[src/rtl/tcle_pkg.sv]
`timescale 1ns / 1ps
package tcle_pkg;
    localparam int unsigned COLUMNS_PER_ROW = 80;
    localparam int unsigned ROWS_PER_SCREEN = 25;
    localparam int unsigned LINE_MAX        = 64;
    localparam int unsigned TOTAL_CELLS     = COLUMNS_PER_ROW * ROWS_PER_SCREEN;
    localparam int unsigned CELL_W          = $clog2(TOTAL_CELLS);
    localparam int unsigned COL_W           = $clog2(COLUMNS_PER_ROW);
    localparam int unsigned LINE_IDX_W      = (LINE_MAX > 1) ? $clog2(LINE_MAX) : 1;
    localparam int unsigned COUNT_W         = 7;

    localparam logic [1:0] CMD_BEGIN = 2'd0;
    localparam logic [1:0] CMD_KEY   = 2'd1;
    localparam logic [1:0] CMD_WRITE = 2'd2;
    localparam logic [1:0] CMD_READ  = 2'd3;

    localparam logic [1:0] ST_DONE   = 2'd0;
    localparam logic [1:0] ST_REJECT = 2'd1;
    localparam logic [1:0] ST_NOREQ  = 2'd2;
    localparam logic [1:0] ST_LINE   = 2'd3;

    localparam logic [7:0] KEY_NL  = 8'd10;
    localparam logic [7:0] KEY_DEL = 8'd127;
    localparam logic [7:0] KEY_LO  = 8'h20;
    localparam logic [7:0] KEY_HI  = 8'h7e;
    localparam logic [7:0] ATTR_N  = 8'h07;

    // classified operations handed from front to back
    typedef enum logic [2:0] {
        OP_REPLY,   // single result, no screen work
        OP_BEGIN,   // mark cursor, reply done
        OP_PUT,     // put one cell (char or write cmd)
        OP_NEWLINE, // zero-fill to row end
        OP_DELETE,  // clear previous cell
        OP_READ     // read one cell
    } t_op;

    typedef struct packed {
        t_op         op;
        logic [1:0]  status;
        logic [15:0] value;
        logic [CELL_W-1:0] index;
        logic        flush;          // emit stored line after the screen work
        logic [COUNT_W-1:0] flush_n; // characters to emit
    } t_job;
endpackage

[src/rtl/tcle_front.sv]
`timescale 1ns / 1ps
module tcle_front
    import tcle_pkg::*;
(
    input  logic i_clk,
    input  logic i_rst_n,
    input  logic i_valid,
    output logic o_ready,
    input  logic [1:0] i_cmd,
    input  logic [7:0] i_key_code,
    input  logic [6:0] i_request_size,
    input  logic [7:0] i_cell_char,
    input  logic [7:0] i_cell_attr,
    input  logic [10:0] i_cell_index,
    output logic o_job_valid,
    input  logic i_job_ready,
    output t_job o_job,
    output logic [7:0] o_line_store [LINE_MAX]
);
    logic r_busy, n_busy;
    logic [COUNT_W-1:0] r_count, n_count, r_limit, n_limit;
    logic [7:0] r_line [LINE_MAX];
    logic r_q_valid;
    t_job r_q, n_q;
    logic take, printable, store;

    assign o_ready     = !r_q_valid || i_job_ready;
    assign take        = i_valid && o_ready;
    assign o_job_valid = r_q_valid;
    assign o_job       = r_q;
    assign o_line_store = r_line;
    assign printable   = (i_key_code >= KEY_LO && i_key_code <= KEY_HI) || i_key_code == KEY_NL;
    assign store       = i_cmd == CMD_KEY && r_busy && printable
                         && r_count < COUNT_W'(LINE_MAX);

    // classify the item and update line state
    always_comb begin
        n_busy  = r_busy;
        n_count = r_count;
        n_limit = r_limit;
        n_q     = '0;
        n_q.op  = OP_REPLY;
        n_q.status = ST_DONE;
        n_q.index  = CELL_W'(i_cell_index);
        unique case (i_cmd)
            CMD_BEGIN: begin
                if (r_busy || i_request_size == '0 || i_request_size > COUNT_W'(LINE_MAX)) begin
                    n_q.status = ST_REJECT;
                end else begin
                    n_q.op  = OP_BEGIN;
                    n_busy  = 1'b1;
                    n_limit = i_request_size;
                    n_count = '0;
                end
            end
            CMD_KEY: begin
                if (!r_busy) begin
                    n_q.status = ST_NOREQ;
                end else begin
                    if (printable) begin
                        if (store) n_count = r_count + 1'b1;
                        n_q.op    = (i_key_code == KEY_NL) ? OP_NEWLINE : OP_PUT;
                        n_q.value = {ATTR_N, i_key_code};
                    end else if (i_key_code == KEY_DEL && r_count != '0) begin
                        n_count = r_count - 1'b1;
                        n_q.op  = OP_DELETE;
                    end
                    if (i_key_code == KEY_NL || n_count >= r_limit) begin
                        n_busy = 1'b0;
                        n_q.flush   = n_count != '0;
                        n_q.flush_n = n_count;
                        n_count = '0;
                    end
                end
            end
            CMD_WRITE: begin
                n_q.op    = OP_PUT;
                n_q.value = {i_cell_attr, i_cell_char};
            end
            default: begin
                n_q.op = (i_cell_index < 11'(TOTAL_CELLS)) ? OP_READ : OP_REPLY;
            end
        endcase
    end

    always_ff @(posedge i_clk) begin
        if (!i_rst_n) begin
            r_busy    <= 1'b0;
            r_count   <= '0;
            r_limit   <= '0;
            r_q_valid <= 1'b0;
        end else begin
            if (take) begin
                r_busy  <= n_busy;
                r_count <= n_count;
                r_limit <= n_limit;
            end
            if (take) r_q_valid <= 1'b1;
            else if (i_job_ready) r_q_valid <= 1'b0;
        end
        if (take) r_q <= n_q;
        if (take && store) r_line[r_count[LINE_IDX_W-1:0]] <= i_key_code;
    end
endmodule

[config.mk]
export PLATFORM = sky130hd
export DESIGN_NAME = tcle_front
export DESIGN_NICKNAME = d
export VERILOG_FILES = /design/src/rtl/tcle_pkg.sv /design/src/rtl/tcle_front.sv
export SDC_FILE = /design/constraint.sdc
export NUM_CORES = 1
export LEC_CHECK = 0
export BUFFER_PORTS_ARGS = -buffer_cell sky130_fd_sc_hd__buf_2
export CAP_MARGIN = 20
export CORE_AREA = 2 2 232 234
export DETAILED_ROUTE_END_ITERATION = 6
export DIE_AREA = 0 0 234 236
export HOLD_SLACK_MARGIN = 0.1
export SYNTH_ARGS = -nofsm -noshare
export SYNTH_HDL_FRONTEND = slang
export SYNTH_SLANG_ARGS = --single-unit
[constraint.sdc]
create_clock -name i_clk -period 7.85 [get_ports i_clk]
set_input_delay 1.9625 -clock i_clk [delete_from_list [all_inputs] [get_ports i_clk]]
set_output_delay 1.9625 -clock i_clk [all_outputs]
set_load 0.05 [all_outputs]
==> key figures <==
Logic synthesis
  – Commonest cells in the netlist: 552 x edfxtp_1, 76 x nor2_1, 23 x nand2_1
  – Total number of yosys warnings: 0
  – Average cell area after synthesis: 21.9 µm²
  – Post-synth EDFFs: 552
  – Asr flop ratio synth: 0%
  – Post-Syn Nets: 911
  – Synth area leaders: edfxtp_1 89%, dfxtp_1 1.7%, nor2_1 1.5%
  – Distinct cell type count after synthesis: 56
  – Area leader, netlist: edfxtp_1
  – Post-synth top area share: 89.3%
  – #FFs+latches synth: 568
  – Synthesized area: 0.0186 mm²
  – Most used flip-flop cell after synthesis: edfxtp_1
  – Sequential cell area fraction in the yosys report: 91.0%
  – Post-Synthesis Cells: 849
  – Top-count cell post-synth: edfxtp_1

Hold path
  – Worst min-delay path class: reg -> reg

Setup path
  – R2R Path Start: r_count[3]
  – Crit path from: i_key_code[2]
  – Crit-path max FO: 12
  – Worst reg2reg endpoint: o_job[7]
  – Critical path arrival: 5.54 ns
  – Endpoint kind of the worst setup timing path: register
  – Cells on worst reg2reg path: 14
  – Critical Path Sink: o_line_store[34]
  – Worst setup SP type: input pin
  – Critical path required time: 8.07 ns
  – R2R setup slack: 3.87 ns
  – Crit Path Category: in -> reg

Place
  – Input/output buffers: 601
  – Post-Place Cell Area: 0.0226 mm²
  – Placed Cells: 2150
  – Pre-CTS WS: 1.89 ns
  – HPWL after DPL: 38.3 mm
  – Placer Congestion: 0.831

STA
  – Min setup slack post-route: 2.53 ns
  – Setup TNS: 0 ns
  – Clock Skew: 0.0175 ns
  – Final Hold Violating Endpoints: 0
  – Worst-margin pin slew: 1.16 ns
  – Final setup vio count: 0
  – Max Fclk: 188 MHz
  – Pins Over Slew Limit: 0
  – Period utilization: 67.8%
  – RSZ-0062 raised after global routing: false
  – Slew margin rel.: 22.3%
  – Fin crit period: 5.32 ns

Clock tree
  – Post-CTS Resized: 0
  – CTS Buffer Depth: 3
  – Worst-path clk slew: 0.07 ns
  – CTS sink count: 568
  – Worst skew pair latency: 0.60 ns
  – Post-CTS setup buffer count: 0
  – CTS Root Cell: clkbuf_16
  – CTS H-tree depth: 2
  – Num CTS Buffers: 56
  – Hold_buf cts: 0
  – CTS tree: done

Route
  – DRC: 0
  – Initial DRC count: 851
  – Wirelength per Cell: 25.2 µm
  – Antenna Nets Post-Route: 0
  – DR vias: 10700
  – Detailed Routing Iterations Pass 1: 7
  – Final wirelength: 56.9 mm
  – DR vias/cell: 4.76

Run status
  – Status: finished clean

Global route
  – Wire length of the first global-routing pass: 77.3 mm
  – Remaining global-route overflow: 0
  – Global Route Usage Sum: 19.8%
  – Initial antenna violation count: 3
  – Vias in the first global route: 10500
  – Largest net degree at the start of global routing: 68

Power
  – Clk pwr share: 42.9%
  – Sw Share: 20.7%
  – Peak VDD IR: 0.192 mV
  – P_sw: 1270 µW
  – Total design power: 6140 µW
  – Pint: 4870 µW
  – Part of the power in registers: 54.4%
  – Leak Pwr: 0.00907 µW
  – Combinational share of power: 2.7%
  – Pwr/cell area: 252 mW/mm²

Cells and area
  – Fin nets: 1575
  – P&R area growth vs syn: 31.5%
  – Share of cells above drive strength 1: 47.1%
  – Design Area, Final: 0.0244 mm²
  – Fin cells: 2259

Floorplanning
  – Number of I/O pins: 602
  – Die area: 0.0552 mm²
  – Core ar.: 0.0531 mm²
  – Die width: 234 µm
  – Initial Util: 35.0%
  – Die Span Y: 236 µm
  – Row count: 85

Flow run
  – Max cap viols: 0
-- stage by stage --
| step | utilization, % | hold slack (ns) |
|---|---|---|
| finish | 46.0 | 0.510 |
| detailed placement | 42.5 | 0.490 |
| global route | 46.0 | 0.540 |
| floorplan | - | 0.460 |
| CTS | 46.0 | 0.514 |
| global placement | 42.5 | 0.480 |
-- logic make-up after synthesis --
group	synth area share, %
simple gates	4.31
flops	91.0
mux	0.377
compound gates	2.14
buf+inv	0.863
fa+ha+maj	0.943
xor+xnor	0.371
-- cell type report --
| cell class | count | area, µm² |
|---|---|---|
| multi-input combinational | 243 | 1550 |
| fill | 4588 | 28700 |
| sequential | 568 | 16900 |
| clock inverter | 42 | 387 |
| timing repair buffer | 622 | 3170 |
| clock buffer | 64 | 1450 |
| inverter | 22 | 82.6 |
| tap | 696 | 871 |
| antenna | 2 | 5.00 |
-- placed cells by master, fill, tap and decap left out, drive strengths merged, types with 2 or more instances in the layout --
| cell | count |
|---|---|
| nand2b | 2 |
| and2 | 2 |
| bufinv | 5 |
| mux2i | 7 |
| clkinv | 31 |
| diode | 2 |
| inv | 24 |
| a21oi | 14 |
| nand3 | 17 |
| dfxtp | 16 |
| and3 | 7 |
| or3 | 7 |
| nor3 | 9 |
| nor2 | 76 |
| a22o | 7 |
| a21boi | 3 |
| edfxtp | 552 |
| nand2 | 25 |
| o21ai | 5 |
| nand4 | 6 |
| nor2b | 3 |
| a21o | 5 |
| o31ai | 2 |
| buf | 622 |
| and3b | 2 |
| clkinvlp | 4 |
| o21a | 2 |
| clkbuf | 64 |
| ha | 14 |
| xnor2 | 3 |
| nor4 | 7 |
-- worst min-delay path by stage --
stage | slack [ns] | end | cells after the start | start
floorplan | 0.46 | r_limit[1] | 2 | r_limit[1]
global placement | 0.48 | r_limit[2] | 2 | r_limit[2]
detailed placement | 0.49 | r_limit[2] | 2 | r_limit[2]
CTS | 0.51 | r_limit[3] | 2 | r_limit[3]
global route | 0.54 | r_limit[1] | 2 | r_limit[1]
finish | 0.51 | r_limit[1] | 2 | r_limit[1]
-- flip-flops by register name, summed over array words and instances (netlist names) --
signal,flops
o_job,40
r_busy,1
o_job_valid,1
o_line_store,512
r_limit,7
r_count,7
-- layer usage --
layer	GRT usage, %	part of all wire [%]	vias to the layer above
li1	-	-	4657
met4	5.29	2.0	0
met5	0	0	-
met3	5.26	8.0	71
met1	24.9	39	5513
met2	33.8	51	508
-- worst max-delay path: stages --
cell	delay, ns
buf_2	0.12
nor4_1	0.54
nand2_1	0.38
a211o_1	0.56
nor2_1	0.30
nand4_1	0.75
nor2_1	0.90
-- power by group through the flow --
stage	sequential (µW)	combinational [µW]	clock, µW
after floorplan	3450	21.4	0
after global placement	3410	168	0
after detailed placement	3410	169	0
after CTS	3340	169	2690
after global routing	3340	177	2810
final	3340	165	2640
No activity file was read; power rests on OpenSTA's default activity.
